[src/dls_pkg.sv]
`timescale 1ns / 1ps
// ----------------------------------------------------------------------------
// dls_pkg
// Shared constants, types and helpers of the two-axis line step generator.
// ----------------------------------------------------------------------------
package dls_pkg;

	localparam int POS_BITS = 24;
	localparam int OUT_W    = 24;
	localparam int DELTA_W  = 24;
	localparam int SPAN_W   = 23;
	localparam int ACC_W    = 25;
	localparam int CMP_W    = 33;

	localparam logic [SPAN_W-1:0] X_LIMIT_RESET = SPAN_W'(24150);
	localparam logic [SPAN_W-1:0] SPAN_MAX      = {SPAN_W{1'b1}};

	typedef enum logic [1:0] {
		MODE_LOAD   = 2'd0,
		MODE_TICK   = 2'd1,
		MODE_ZERO   = 2'd2,
		MODE_CANCEL = 2'd3
	} mode_t;

	typedef struct packed {
		mode_t              mode;
		logic [SPAN_W-1:0]  x_span;
		logic [SPAN_W-1:0]  y_span;
		logic               x_up;
		logic               y_up;
		logic               y_major;
	} cmd_t;

	typedef struct packed {
		logic [OUT_W-1:0] x_pos;
		logic [OUT_W-1:0] y_pos;
		logic             x_stepped;
		logic             y_stepped;
		logic             busy;
		logic             soft_stop;
	} res_t;

	// Magnitude of a signed delta, saturated to the span width.
	function automatic logic [SPAN_W-1:0] span_of(input logic [DELTA_W-1:0] v);
		logic [DELTA_W-1:0] mag;
		mag = v[DELTA_W-1] ? (~v + DELTA_W'(1)) : v;
		if (mag[DELTA_W-1]) begin
			return SPAN_MAX;
		end
		return mag[SPAN_W-1:0];
	endfunction

endpackage

[src/dls_front.sv]
`timescale 1ns / 1ps
// ----------------------------------------------------------------------------
// dls_front
// Accepts input beats, decodes the mode and derives spans, directions and
// the major axis of a load, holding the result in one pipeline register.
// ----------------------------------------------------------------------------
module dls_front (
	input  logic                        clk,
	input  logic                        arst_n,
	input  logic                        push,
	output logic                        full,
	input  logic [1:0]                  mode,
	input  logic [dls_pkg::DELTA_W-1:0] delta_x,
	input  logic [dls_pkg::DELTA_W-1:0] delta_y,
	output logic                        cmd_valid,
	input  logic                        cmd_ready,
	output dls_pkg::cmd_t               cmd
);
	import dls_pkg::*;

	logic              valid_s1;
	cmd_t              cmd_s1;
	cmd_t              cmd_d;
	logic [SPAN_W-1:0] xs;
	logic [SPAN_W-1:0] ys;
	logic              take;

	assign full      = valid_s1 & ~cmd_ready;
	assign take      = push & ~full;
	assign cmd_valid = valid_s1;
	assign cmd       = cmd_s1;

	always_comb begin
		xs             = span_of(delta_x);
		ys             = span_of(delta_y);
		cmd_d.mode     = mode_t'(mode);
		cmd_d.x_span   = xs;
		cmd_d.y_span   = ys;
		cmd_d.x_up     = ~delta_x[DELTA_W-1] & (delta_x != '0);
		cmd_d.y_up     = ~delta_y[DELTA_W-1] & (delta_y != '0);
		cmd_d.y_major  = ~(xs > ys);
	end

	always_ff @(posedge clk or negedge arst_n) begin
		if (!arst_n) begin
			valid_s1 <= 1'b0;
		end else if (take) begin
			valid_s1 <= 1'b1;
		end else if (cmd_ready) begin
			valid_s1 <= 1'b0;
		end
	end

	always_ff @(posedge clk) begin
		if (take) begin
			cmd_s1 <= cmd_d;
		end
	end

endmodule

[src/dls_cmd_queue.sv]
`timescale 1ns / 1ps
// ----------------------------------------------------------------------------
// dls_cmd_queue
// Two-entry queue of decoded commands between the front and the back end.
// ----------------------------------------------------------------------------
module dls_cmd_queue (
	input  logic          clk,
	input  logic          arst_n,
	input  logic          wr_valid,
	output logic          wr_ready,
	input  dls_pkg::cmd_t wr_data,
	output logic          rd_valid,
	input  logic          rd_ready,
	output dls_pkg::cmd_t rd_data
);
	import dls_pkg::*;

	cmd_t       mem_q [2];
	logic [1:0] count_q;
	logic       wr_ptr_q;
	logic       rd_ptr_q;
	logic       do_wr;
	logic       do_rd;

	assign wr_ready = (count_q != 2'd2);
	assign rd_valid = (count_q != 2'd0);
	assign rd_data  = mem_q[rd_ptr_q];
	assign do_wr    = wr_valid & wr_ready;
	assign do_rd    = rd_valid & rd_ready;

	always_ff @(posedge clk or negedge arst_n) begin
		if (!arst_n) begin
			count_q  <= 2'd0;
			wr_ptr_q <= 1'b0;
			rd_ptr_q <= 1'b0;
		end else begin
			if (do_wr) begin
				wr_ptr_q <= ~wr_ptr_q;
			end
			if (do_rd) begin
				rd_ptr_q <= ~rd_ptr_q;
			end
			if (do_wr & ~do_rd) begin
				count_q <= count_q + 2'd1;
			end else if (do_rd & ~do_wr) begin
				count_q <= count_q - 2'd1;
			end
		end
	end

	always_ff @(posedge clk) begin
		if (do_wr) begin
			mem_q[wr_ptr_q] <= wr_data;
		end
	end

endmodule

[src/dls_back.sv]
`timescale 1ns / 1ps
// ----------------------------------------------------------------------------
// dls_back
// Holds the move state and limit register; carries out one command per cycle
// while its two-entry output queue has room and places each result beat there.
// ----------------------------------------------------------------------------
module dls_back (
	input  logic                       clk,
	input  logic                       arst_n,
	input  logic                       cmd_valid,
	output logic                       cmd_ready,
	input  dls_pkg::cmd_t              cmd,
	input  logic                       cfg_valid,
	output logic                       cfg_ready,
	input  logic [dls_pkg::SPAN_W-1:0] cfg_data,
	output logic                       empty,
	input  logic                       pop,
	output dls_pkg::res_t              res
);
	import dls_pkg::*;

	logic [SPAN_W-1:0]   x_limit_q;
	logic [POS_BITS-1:0] x_position_q;
	logic [POS_BITS-1:0] y_position_q;
	logic [SPAN_W-1:0]   x_span_q;
	logic [SPAN_W-1:0]   y_span_q;
	logic                x_dir_up_q;
	logic                y_dir_up_q;
	logic                y_major_q;
	logic [SPAN_W-1:0]   steps_left_q;
	logic [ACC_W-1:0]    error_acc_q;
	logic                stopped_q;

	res_t       res_mem_q [2];
	logic [1:0] res_cnt_q;
	logic       res_wr_q;
	logic       res_rd_q;

	logic                take;
	logic                do_pop;
	logic [SPAN_W-1:0]   major;
	logic [SPAN_W-1:0]   minor;
	logic [ACC_W-1:0]    acc_sum;
	logic                minor_step;
	logic                active;
	logic                xs;
	logic                ys;
	logic [POS_BITS-1:0] x_next;
	logic [POS_BITS-1:0] y_next;
	logic                x_out;
	logic [SPAN_W-1:0]   ld_steps;

	logic [POS_BITS-1:0] x_pos_d;
	logic [POS_BITS-1:0] y_pos_d;
	logic [SPAN_W-1:0]   x_span_d;
	logic [SPAN_W-1:0]   y_span_d;
	logic                x_dir_d;
	logic                y_dir_d;
	logic                y_major_d;
	logic [SPAN_W-1:0]   steps_d;
	logic [ACC_W-1:0]    acc_d;
	logic                stopped_d;
	res_t                res_d;

	assign cfg_ready = 1'b1;
	assign cmd_ready = (res_cnt_q != 2'd2);
	assign take      = cmd_valid & cmd_ready;
	assign empty     = (res_cnt_q == 2'd0);
	assign do_pop    = pop & ~empty;
	assign res       = res_mem_q[res_rd_q];

	always_comb begin
		major      = y_major_q ? y_span_q : x_span_q;
		minor      = y_major_q ? x_span_q : y_span_q;
		acc_sum    = error_acc_q + ACC_W'(minor);
		minor_step = (acc_sum >= ACC_W'(major));
		active     = (steps_left_q != '0) & ~stopped_q;
		xs         = active & (y_major_q ? minor_step : 1'b1);
		ys         = active & (y_major_q ? 1'b1 : minor_step);
		x_next     = xs ? (x_dir_up_q ? x_position_q + POS_BITS'(1)
		                              : x_position_q - POS_BITS'(1)) : x_position_q;
		y_next     = ys ? (y_dir_up_q ? y_position_q + POS_BITS'(1)
		                              : y_position_q - POS_BITS'(1)) : y_position_q;
		x_out      = x_next[POS_BITS-1] | (CMP_W'(x_next) > CMP_W'(x_limit_q));
		ld_steps   = cmd.y_major ? cmd.y_span : cmd.x_span;

		x_pos_d   = x_position_q;
		y_pos_d   = y_position_q;
		x_span_d  = x_span_q;
		y_span_d  = y_span_q;
		x_dir_d   = x_dir_up_q;
		y_dir_d   = y_dir_up_q;
		y_major_d = y_major_q;
		steps_d   = steps_left_q;
		acc_d     = error_acc_q;
		stopped_d = stopped_q;
		res_d.x_stepped = 1'b0;
		res_d.y_stepped = 1'b0;

		case (cmd.mode)
			MODE_LOAD: begin
				x_span_d  = cmd.x_span;
				y_span_d  = cmd.y_span;
				x_dir_d   = cmd.x_up;
				y_dir_d   = cmd.y_up;
				y_major_d = cmd.y_major;
				steps_d   = ld_steps;
				acc_d     = ACC_W'(ld_steps >> 1);
				stopped_d = 1'b0;
			end
			MODE_TICK: begin
				if (active) begin
					steps_d = steps_left_q - SPAN_W'(1);
					acc_d   = minor_step ? acc_sum - ACC_W'(major) : acc_sum;
					x_pos_d = x_next;
					y_pos_d = y_next;
					res_d.x_stepped = xs;
					res_d.y_stepped = ys;
					if (x_out) begin
						stopped_d = 1'b1;
						steps_d   = '0;
					end
				end
			end
			MODE_ZERO: begin
				x_pos_d = '0;
				y_pos_d = '0;
			end
			MODE_CANCEL: begin
				steps_d = '0;
			end
			default: begin
				steps_d = steps_left_q;
			end
		endcase

		res_d.x_pos     = OUT_W'(x_pos_d);
		res_d.y_pos     = OUT_W'(y_pos_d);
		res_d.busy      = (steps_d != '0);
		res_d.soft_stop = stopped_d;
	end

	always_ff @(posedge clk or negedge arst_n) begin
		if (!arst_n) begin
			x_limit_q    <= X_LIMIT_RESET;
			x_position_q <= '0;
			y_position_q <= '0;
			x_span_q     <= '0;
			y_span_q     <= '0;
			x_dir_up_q   <= 1'b1;
			y_dir_up_q   <= 1'b0;
			y_major_q    <= 1'b0;
			steps_left_q <= '0;
			error_acc_q  <= '0;
			stopped_q    <= 1'b0;
		end else begin
			if (cfg_valid) begin
				x_limit_q <= cfg_data;
			end
			if (take) begin
				x_position_q <= x_pos_d;
				y_position_q <= y_pos_d;
				x_span_q     <= x_span_d;
				y_span_q     <= y_span_d;
				x_dir_up_q   <= x_dir_d;
				y_dir_up_q   <= y_dir_d;
				y_major_q    <= y_major_d;
				steps_left_q <= steps_d;
				error_acc_q  <= acc_d;
				stopped_q    <= stopped_d;
			end
		end
	end

	always_ff @(posedge clk or negedge arst_n) begin
		if (!arst_n) begin
			res_cnt_q <= 2'd0;
			res_wr_q  <= 1'b0;
			res_rd_q  <= 1'b0;
		end else begin
			if (take) begin
				res_wr_q <= ~res_wr_q;
			end
			if (do_pop) begin
				res_rd_q <= ~res_rd_q;
			end
			if (take & ~do_pop) begin
				res_cnt_q <= res_cnt_q + 2'd1;
			end else if (do_pop & ~take) begin
				res_cnt_q <= res_cnt_q - 2'd1;
			end
		end
	end

	always_ff @(posedge clk) begin
		if (take) begin
			res_mem_q[res_wr_q] <= res_d;
		end
	end

endmodule

[src/dls_line_stepper_top.sv]
`timescale 1ns / 1ps
// ----------------------------------------------------------------------------
// dda_line_stepper
// Two-axis line step generator with a decoupled decode front end and an
// execution back end joined by a two-entry command queue.
// ----------------------------------------------------------------------------
//  Channel   Handshake        Payload
//  input     push / full      mode, delta_x, delta_y
//  result    empty / pop      x_pos, y_pos, x_stepped, y_stepped, busy_res,
//                             soft_stop
//  config    cfg_valid/ready  cfg_data (x_limit)
//
// One item per clock is sustained while results are popped; a result is on the
// result ports once its input beat has passed the decode register (written at
// the accepting edge), then the command queue, then the result queue.
// The back end's combinational add, compare and position update sets the rate.
// Reset restores the limit to its default and resets all move state (X direction up, all else zero).
// A stalled result side fills the result queue, then the command queue, and
// then raises full; config beats are always taken.
// ----------------------------------------------------------------------------
module dda_line_stepper (
	input  logic                        clk,
	input  logic                        arst_n,
	input  logic                        push,
	output logic                        full,
	input  logic [1:0]                  mode,
	input  logic [dls_pkg::DELTA_W-1:0] delta_x,
	input  logic [dls_pkg::DELTA_W-1:0] delta_y,
	output logic                        empty,
	input  logic                        pop,
	output logic [dls_pkg::OUT_W-1:0]   x_pos,
	output logic [dls_pkg::OUT_W-1:0]   y_pos,
	output logic                        x_stepped,
	output logic                        y_stepped,
	output logic                        busy_res,
	output logic                        soft_stop,
	input  logic                        cfg_valid,
	output logic                        cfg_ready,
	input  logic [dls_pkg::SPAN_W-1:0]  cfg_data
);
	import dls_pkg::*;

	logic f_valid;
	logic f_ready;
	cmd_t f_cmd;
	logic b_valid;
	logic b_ready;
	cmd_t b_cmd;
	res_t res;

	dls_front u_front (
		.clk       (clk),
		.arst_n    (arst_n),
		.push      (push),
		.full      (full),
		.mode      (mode),
		.delta_x   (delta_x),
		.delta_y   (delta_y),
		.cmd_valid (f_valid),
		.cmd_ready (f_ready),
		.cmd       (f_cmd)
	);

	dls_cmd_queue u_queue (
		.clk      (clk),
		.arst_n   (arst_n),
		.wr_valid (f_valid),
		.wr_ready (f_ready),
		.wr_data  (f_cmd),
		.rd_valid (b_valid),
		.rd_ready (b_ready),
		.rd_data  (b_cmd)
	);

	dls_back u_back (
		.clk       (clk),
		.arst_n    (arst_n),
		.cmd_valid (b_valid),
		.cmd_ready (b_ready),
		.cmd       (b_cmd),
		.cfg_valid (cfg_valid),
		.cfg_ready (cfg_ready),
		.cfg_data  (cfg_data),
		.empty     (empty),
		.pop       (pop),
		.res       (res)
	);

	assign x_pos     = res.x_pos;
	assign y_pos     = res.y_pos;
	assign x_stepped = res.x_stepped;
	assign y_stepped = res.y_stepped;
	assign busy_res  = res.busy;
	assign soft_stop = res.soft_stop;

endmodule

[config.mk]
export PLATFORM = sky130hd
export DESIGN_NAME = dda_line_stepper
export DESIGN_NICKNAME = d
export VERILOG_FILES = /design/src/dls_pkg.sv /design/src/dls_front.sv /design/src/dls_cmd_queue.sv /design/src/dls_back.sv /design/src/dls_line_stepper_top.sv
export SDC_FILE = /design/constraint.sdc
export NUM_CORES = 1
export LEC_CHECK = 0
export BUFFER_PORTS_ARGS = -buffer_cell sky130_fd_sc_hd__buf_4
export CORE_MARGIN = 10
export CORE_UTILIZATION = 35
export CTS_CLUSTER_DIAMETER = 150
export CTS_CLUSTER_SIZE = 10
export DETAILED_ROUTE_END_ITERATION = 10
export PLACE_DENSITY = 0.49
export SLEW_MARGIN = 20
export SYNTH_ARGS = -nofsm -noshare
export SYNTH_HDL_FRONTEND = slang
export SYNTH_SLANG_ARGS = --single-unit
[constraint.sdc]
create_clock -name clk -period 18.9 [get_ports clk]
set_input_delay 2.835 -clock clk [delete_from_list [all_inputs] [get_ports clk]]
set_output_delay 2.835 -clock clk [all_outputs]
set_load 0.005 [all_outputs]
==> results.cfg, run 1 <==
[clock_network]
cts_tree = built
cts_resized = 0
cts.sinks = 435
cts_root_buf = clkbuf_16
ctsHoldBuffers = 0
path_clk_slew_ns = 0.06
cts_buffer_depth = 3
insertion_delay_ns = 0.59
cts_setup_buffers = 0
htreeDepth = 2
cts_inserted_buffers = 49

[floorplan]
io_pins = 133
core_um2 = 73100
initial_core_util_pct = 35.3
dieWidth_um = 292
num_rows = 99
dieHeight_um = 292
die_area_um2 = 85000

[yosys]
yosysSeqAreaShare_pct = 47.2
ys_warn_count = 0
synthCells = 2562
avgSynthCellArea_um2 = 10.1
yosys.area.top_type = edfxtp_1
synth_common_cells = nand2_1 (378), o21ai_0 (266), edfxtp_1 (257)
synth_seq_cells = 435
yosys.area.top_type_share_pct = 29.9
synth_area_um2 = 25800
synth.most_common_cell = nand2_1
yosysUniqueCellTypes = 89
synth_flop_cell = edfxtp_1
synth_edf_count = 257
synthTopCellsByArea = edfxtp_1 (30%), dfrtp_1 (16%), ha_1 (7.0%)
ys_async_sr_fraction_pct = 40.9
synth_fp_nets = 2789

[critical_path]
worst_setup_path_start_kind = register
ff2ff_path_depth = 38
cp_slowest_cell = buf_4
reg2reg_from = u_back.y_major_q
critPathArrivalTime_ns = 10.18
critPathMaxStageDelay_ns = 0.58
worstPathRequired_ns = 19.21
path_class = register to register
reg2reg_slack_ns = 9.02
r2r_end = u_back.res_mem_q[1][1]
endpoint_kind = register
cp_max_fo = 55

[finish]
utilization_pct = 40.1
layout.nets = 2889
post-route-cell-area_um2 = 29300
drive_above_1_share_pct = 13.6
area_growth_pct = 13.5

[sta]
hold_violations = 0
rsz0062_at_grt = false
fin_skew_ns = 0.0292
finalCriticalPeriod_ns = 9.88
slew_headroom_pct = 37.5
tightestPinTransition_ns = 0.936
max_freq_mhz = 101
slew_viol_final = 0
finalSetupViolCount = 0
fin_tns_setup_ns = 0
post-route-period-util_pct = 52.3

[drt]
ant_nets = 0
first_iter_violations = 1029
drc = 0
totalWireLength_um = 72000
vias_per_cell = 5.27
drt-pass1-iter-count = 5
avgRoutedWirePerCell_um = 19.7
vias = 19300

[grt]
track_usage_pct = 16.5
grt_pass1_wl_um = 113000
antenna_found_initial = 1
grt_max_degree = 99
gr-total-overflow = 0
grt_pass1_vias = 19700

[placement]
numPortBuffers = 131
dp_hpwl_um = 52800
place_area_um2 = 27900
routabilityCongestion = 0.827

[worst_hold_path]
min_to = u_queue.mem_q[1][15]
hp-class = register to register
holdPathStages = 0
min_from = u_front.cmd[15]

[job]
cap_violations = 0

[status]
status = finished, final reports clean
[worst max-delay path, delay by kind of cell, from the launching register on]
| family | cells | cell delay [ns] |
|---|---|---|
| mux | 2 | 0.67 |
| fa+ha+maj | 4 | 1.20 |
| xor+xnor | 1 | 0.20 |
| compound gates | 16 | 3.68 |
| buf+inv | 3 | 1.00 |
| flops | 1 | 0.35 |
| simple gates | 12 | 2.49 |
[how the worst max path moves through the flow]
stage,from,end,slack [ns],cells after the start
after floorplan,u_back.y_major_q,u_back.res_mem_q[0][1],10.24,42
after global placement,u_back.y_major_q,u_back.res_mem_q[0][1],9.20,39
after detailed placement,u_back.y_major_q,u_back.res_mem_q[1][1],9.05,39
after CTS,u_back.y_major_q,u_back.res_mem_q[0][1],9.03,39
after global routing,u_back.y_major_q,u_back.res_mem_q[0][1],8.15,38
final,u_back.y_major_q,u_back.res_mem_q[1][1],9.02,38
[per-layer routing]
metal / up-vias / wire length, um / track usage, % / share of wire (%)
met4: 0 / 1360 / 3.78 / 1.9
met5: - / 0 / 0 / 0
li1: 9527 / - / - / -
met2: 349 / 38200 / 31.0 / 53
met1: 9350 / 30000 / 19.7 / 42
met3: 81 / 2510 / 2.40 / 3.5
[cells by family (layout without fill, tap and decap cells)]
group | count (synthesis) | in the layout | share of synthesized area [%]
simple gates | 734 | 734 | 12.9
compound gates | 689 | 689 | 16.8
flops | 435 | 435 | 47.2
buf+inv | 234 | 374 | 3.47
mux | 198 | 198 | 8.15
fa+ha+maj | 149 | 149 | 7.34
xor+xnor | 122 | 122 | 4.14
other cells | 1 | 2 | 0.0145
[per-stage QoR]
step	hold WS, ns	setup WS [ns]	std cells
floorplan	0.421	10.24	2562
global placement	0.423	9.20	3570
detailed placement	0.431	9.05	3570
CTS	0.444	9.03	3661
global route	0.456	8.15	3661
finish	0.444	9.02	3662
[cells in the final DEF (no fill, tap or decap), types with 8 or more instances in the layout]
| cell type | n |
|---|---|
| a21oi_1 | 141 |
| o21ai_0 | 266 |
| nand4_1 | 20 |
| dfstp_2 | 10 |
| inv_1 | 118 |
| mux2i_1 | 101 |
| nor3_1 | 35 |
| and3_1 | 8 |
| buf_4 | 163 |
| xnor2_1 | 57 |
| o21a_1 | 16 |
| nor4_1 | 16 |
| ha_1 | 144 |
| nand2_1 | 377 |
| clkbuf_16 | 49 |
| a31oi_1 | 8 |
| xor2_1 | 65 |
| o31ai_1 | 23 |
| o21bai_1 | 13 |
| a21o_1 | 41 |
| o211ai_1 | 23 |
| a22o_1 | 30 |
| or4_1 | 11 |
| nand3_1 | 38 |
| nor2_1 | 104 |
| and2_1 | 15 |
| clkbuf_1 | 37 |
| or3_1 | 14 |
| mux2_2 | 97 |
| nand2b_1 | 28 |
| a211o_1 | 12 |
| a211oi_1 | 33 |
| dfrtp_1 | 165 |
| edfxtp_1 | 257 |
| nor2b_1 | 43 |
[flip-flops by register name, summed over array words and instances (netlist names)]
register             flops
u_back.error_acc_q      25
u_back.stopped_q         1
u_front.cmd_valid        1
u_back.x_position_q     24
u_queue.wr_ptr_q         1
u_queue.rd_ptr_q         1
u_queue.mem_q          102
u_back.x_span_q         23
u_back.y_major_q         1
u_back.y_position_q     24
u_queue.count_q          2
u_back.x_dir_up_q        1
u_back.y_span_q         23
u_back.res_cnt_q         2
u_back.y_dir_up_q        1
u_front.cmd             51
u_back.steps_left_q     23
u_back.res_rd_q          1
u_back.res_wr_q          1
u_back.res_mem_q       104
u_back.x_limit_q        23
[cell type report]
class | instances | area [um^2]
Clock inverter | 4 | 42.5
Timing Repair Buffer | 164 | 1240
Fill cell | 7163 | 43800
Clock buffer | 87 | 1380
Antenna cell | 1 | 2.50
Inverter | 119 | 447
Sequential cell | 435 | 12200
Multi-Input combinational cell | 1893 | 12800
Tap cell | 959 | 1200
Power of run 1 is left out: the tool's default activity adds up to more than one toggle a clock period on the data nets, which glitch-free logic cannot reach.
==> inputs of run 2 (changes only) <==
- ABC_AREA: not set -> 1
- clock period: 18.9 -> 9.82 ns (I/O delays scaled with it)
==> run 2 against run 1 <==
Against the previous run: synthesized area is essentially flat; non-clock buffer count is 14 lower; clock-buffer cell count rose by 3; sequential cell count unchanged; critical endpoint unchanged; sequential share of layout area rose by 0.12 points; worst setup slack got worse by 7.4 ns; fmax is 20% higher; cell count up 13%; register-to-register slack worse by 7.4 ns; die area about the same; design area is 0.31% lower.
==> results.cfg, run 2 <==
[status]
status = finished, final reports clean

[sta]
fin_skew_ns = 0.0252
rsz0062_at_grt = false
finalCriticalPeriod_ns = 8.25
finalSetupViolCount = 0
slew_headroom_pct = 31.0
post-route-period-util_pct = 84.0
hold_violations = 0
max_freq_mhz = 121
tightestPinTransition_ns = 1.03
fin_tns_setup_ns = 0
slew_viol_final = 0

[grt]
grt_use_met2_pct = 28.9
grt_pass1_vias = 20400
grt_pass1_wl_um = 114000
grt_use_met1_pct = 20.4
track_usage_pct = 16.6
use_met3_pct = 2.53
grt_max_degree = 109
gr-total-overflow = 0
grt_busiest_layer = met2
antenna_found_initial = 0

[clock_network]
insertion_delay_ns = 0.60
cts_resized = 0
htreeDepth = 2
path_clk_slew_ns = 0.07
cts_root_buf = clkbuf_16
cts.sinks = 435
cts_setup_buffers = 0
cts_tree = built
cts_inserted_buffers = 49
cts_buffer_depth = 3
ctsHoldBuffers = 0

[finish]
area_growth_pct = 13.0
final_cell_mix = nand2_1 (820), inv_1 (324), o21ai_0 (292)
largest-register = u_back.res_mem_q
mostFrequentLayoutCell = nand2_1
utilization_pct = 40.0
layout.nets = 3355
finalNonFillerCells = 4128
drive_above_1_share_pct = 9.59
diodes = 0
largest_register_ffs = 104
post-route-cell-area_um2 = 29200
fillCellCount = 7394

[floorplan]
num_rows = 99
dieHeight_um = 292
initial_core_util_pct = 35.4
core_um2 = 73100
dieWidth_um = 292
die_area_um2 = 85100
io_pins = 133

[yosys]
synth_flop_cell = edfxtp_1
synth_seq_cells = 435
synth_edf_count = 257
synth_area_um2 = 25800
synth_common_cells = nand2_1 (820), inv_1 (327), o21ai_0 (292)
yosys.area.top_type = edfxtp_1
yosysUniqueCellTypes = 66
ys_warn_count = 0
ys_async_sr_fraction_pct = 40.9
yosys.area.top_type_share_pct = 29.9
synth.most_common_cell = nand2_1
avgSynthCellArea_um2 = 8.51
synthTopCellsByArea = edfxtp_1 (30%), dfrtp_1 (16%), nand2_1 (12%)
synthCells = 3037
synth_fp_nets = 3264
yosysSeqAreaShare_pct = 47.2

[drt]
drt-pass1-iter-count = 5
vias_per_cell = 4.97
avgRoutedWirePerCell_um = 17.4
totalWireLength_um = 71700
ant_nets = 0
first_iter_violations = 1257
drc = 0
vias = 20500

[critical_path]
path_class = register to register
cp_slowest_cell = dfrtp_2
worst_setup_path_start_kind = register
critPathMaxStageDelay_ns = 0.60
cp_max_fo = 34
cpMostUsedCell = nand2_1
critPathArrivalTime_ns = 8.57
endpoint_kind = register
worstPathRequired_ns = 10.14

[placement]
routabilityCongestion = 0.875
place_area_um2 = 27800
numPortBuffers = 131
dp.cells = 4036
dp_hpwl_um = 53200

[worst_hold_path]
hp-class = register to register

[job]
cap_violations = 0
-- run 2: changes by cell type in the layout (fill, tap and decap cells not counted), sizes merged, moves of 30 or more --
cell    previous run  this run
mux2i            101        63
a21o              45         8
nand2            378       828
a211oi            34         3
inv              122       339
o21ai            269       332
mux2              97         1
a21oi            142       190
nor2             108       186
a22o              30         0
nor2b             43         0
-- run 2: path summary, 6_finish.rpt --
kind	slack [ns]	start	end	cells after the start
worst max-delay path	1.57	u_back.y_major_q	u_back.res_mem_q[1][1]	48
worst min-delay path	0.44	u_front.cmd[13]	u_queue.mem_q[0][13]	0
worst max register to register	1.57	u_back.y_major_q	u_back.res_mem_q[1][1]	48
worst min register to register	0.44	u_front.cmd[13]	u_queue.mem_q[0][13]	0
max in group asynchronous	7.43	arst_n	u_queue.rd_ptr_q	2
min in group asynchronous	1.01	arst_n	u_back.x_limit_q[22]	1
-- run 2: cells by family after synthesis --
kind of cell | count (synthesis) | synth area share, %
buffers and inverters | 450 | 6.72
adder cells (fa/ha/maj) | 149 | 7.33
other | 1 | 0.0145
AO/OA/AOI/OAI | 627 | 13.2
XOR/XNOR | 122 | 4.13
multiplexers | 64 | 2.48
AND/OR/NAND/NOR | 1189 | 19.0
flip-flops | 435 | 47.2
-- run 2: cell type report --
cell class	instances	area (um^2)	area share, %
tap	959	1200	4.11
sequential	435	12200	41.7
timing repair buffer	150	1140	3.89
clock inverter	2	15.0	0.0514
clock buffer	90	1420	4.87
inverter	340	1280	4.37
multi-input combinational	2152	12000	41.0
-- run 2: metal layers --
| metal | up-vias | routed length (um) | part of all wire (%) |
|---|---|---|---|
| met1 | 9622 | 31100 | 43 |
| met5 | - | 0 | 0 |
| met4 | 0 | 2660 | 3.7 |
| li1 | 10300 | - | - |
| met3 | 127 | 3020 | 4.2 |
| met2 | 464 | 34900 | 49 |
-- run 2: critical path, delay by kind of cell (launching register included) --
kind / cells / cell delay, ns
AOI/OAI and AO/OA: 9 / 1.75
xor gates and xnor gates: 1 / 0.23
adders and majority gates: 3 / 1.17
buffers and inverters: 4 / 0.57
DFF: 1 / 0.60
and+or+nand+nor: 31 / 3.68
-- run 2: stage by stage --
stage / worst slack, ns / hold WS, ns
6_report: 1.57 / 0.442
5_1_grt: 0.691 / 0.452
4_1_cts: 1.54 / 0.444
3_5_place_dp: 1.64 / 0.432
3_3_place_gp: 1.80 / 0.423
2_1_floorplan: 3.00 / 0.421
Power of run 2 is left out for the same reason.
==> inputs of run 3 (changes only) <==
- ABC_AREA: 1 -> 0
- PLACE_DENSITY: 0.49 -> 0.51
- clock period: 9.82 -> 6.85 ns (I/O delays scaled with it)
==> run 3 against run 2 <==
Against the previous run: the run now ends with setup timing left; design area increased by 9.4%; via count decreased by 2.3%; cell count decreased by 5.3%; routed wire length about the same; fmax decreased by 1.6%; worst hold slack got worse by 0.0084 ns; critical path depth decreased by 7; non-clock buffer count increased by 261; clock-buffer cell count unchanged.
==> results.cfg, run 3 (synthesis results as in run 1) <==
[status]
status = complete, but fails checks
violations = setup timing

[finish]
area_growth_pct = 23.8
largest-register = u_back.res_mem_q
regArea_um2 = 12200
diodes = 0
layout.nets = 3136
multi_input_area_um2 = 13400
largest_register_ffs = 104
final_cell_mix = buf_4 (378), nand2_1 (368), edfxtp_1 (257)
mostFrequentLayoutCell = buf_4
drive_above_1_share_pct = 23.9
fillCellCount = 7052
finalNonFillerCells = 3909

[floorplan]
io_pins = 133
die_area_um2 = 85000
dieWidth_um = 292
num_rows = 99
dieHeight_um = 292
core_um2 = 73100
initial_core_util_pct = 35.3

[critical_path]
cpMostUsedCell = buf_6
worst_setup_path_start_kind = register
endpoint_kind = register
cp_max_fo = 7
critPathArrivalTime_ns = 8.72
path_class = register to register
cp_slowest_cell = a2111o_1
critPathMaxStageDelay_ns = 0.45
worstPathRequired_ns = 7.19

[drt]
first_iter_violations = 1043
wirelength_met1_um = 32900
totalWireLength_um = 71800
drc = 0
routed-wl-met3_um = 2390
vias_per_cell = 5.13
avgRoutedWirePerCell_um = 18.4
drt-pass1-iter-count = 6
ant_nets = 0
wl_met2_um = 34800
vias = 20100
topRoutingLayerUsed = met4

[sta]
post-route-period-util_pct = 122
rsz0062_at_grt = true
hold_violations = 0
fin_skew_ns = 0.0294
setup_slack_ns = -1.54
fin_tns_setup_ns = -28.49
slew_headroom_pct = 35.7
max_freq_mhz = 119
slew_viol_final = 0
tightestPinTransition_ns = 0.959
finalCriticalPeriod_ns = 8.39
finalSetupViolCount = 28

[clock_network]
cts_buffer_depth = 3
cts_tree = built
cts_inserted_buffers = 49
htreeDepth = 2
path_clk_slew_ns = 0.06
insertion_delay_ns = 0.60
ctsHoldBuffers = 0
cts.sinks = 435
cts_root_buf = clkbuf_16

[grt]
grt_pass1_vias = 20500
track_usage_pct = 16.6
gr-total-overflow = 0
grt_pass1_wl_um = 115000
antenna_found_initial = 1
grt_max_degree = 100

[placement]
dp_hpwl_um = 52800
routabilityCongestion = 0.856
dp.cells = 3783
place_ws_ns = -1.71
numPortBuffers = 131

[worst_hold_path]
hp-class = register to register

[job]
cap_violations = 0
run 3: area by class of cell:
class,instances,share of cell area [%]
inverter,119,1.40
sequential,435,38.1
clock inverter,2,0.0470
timing repair buffer,411,10.3
clock buffer,90,4.45
tap,959,3.75
multi-input combinational,1893,42.0
run 3: worst max-delay path, delay by kind of cell (launching register included):
| kind | cells | cell delay (ns) |
|---|---|---|
| fa+ha+maj | 3 | 0.81 |
| flops | 1 | 0.43 |
| compound gates | 17 | 3.80 |
| xor+xnor | 1 | 0.16 |
| simple gates | 11 | 1.26 |
| mux | 2 | 0.65 |
| buf+inv | 7 | 1.01 |
run 3: repair_timing:
action / CTS / global route
endpoints found under the setup margin: 28 / 32
pin swaps: 35 / 23
buffers inserted: 27 / 7
gates resized for setup: 94 / 43
gates cloned: 2 / 0
run 3: metrics by stage:
stage	instance area (um^2)	utilization (%)	hold slack (ns)
global route	32000	43.7	0.453
CTS	31800	43.4	0.444
detailed placement	29700	40.6	0.432
floorplan	26000	-	0.421
finish	32000	43.7	0.434
global placement	29700	40.6	0.428
run 3: layer usage:
metal | track usage [%] | vias to the layer above
met3 | 2.22 | 93
met2 | 29.0 | 335
li1 | - | 10000
met5 | 0 | -
met4 | 4.66 | 0
met1 | 21.3 | 9622
run 3: path summary, 6_finish.rpt:
kind / slack [ns] / to / startpoint / depth (start not counted)
setup reg to reg: -1.54 / u_back.res_mem_q[1][1] / u_back.y_major_q / 41
hold reg to reg: 0.43 / u_queue.mem_q[0][38] / u_front.cmd[38] / 0
hold / removal: 0.43 / u_queue.mem_q[0][38] / u_front.cmd[38] / 0
setup / recovery: -1.54 / u_back.res_mem_q[1][1] / u_back.y_major_q / 41
min in group asynchronous: 0.45 / u_back.x_limit_q[7] / arst_n / 1
max in group asynchronous: 5.27 / u_back.y_major_q / arst_n / 2
Power of run 3 is left out for the same reason.
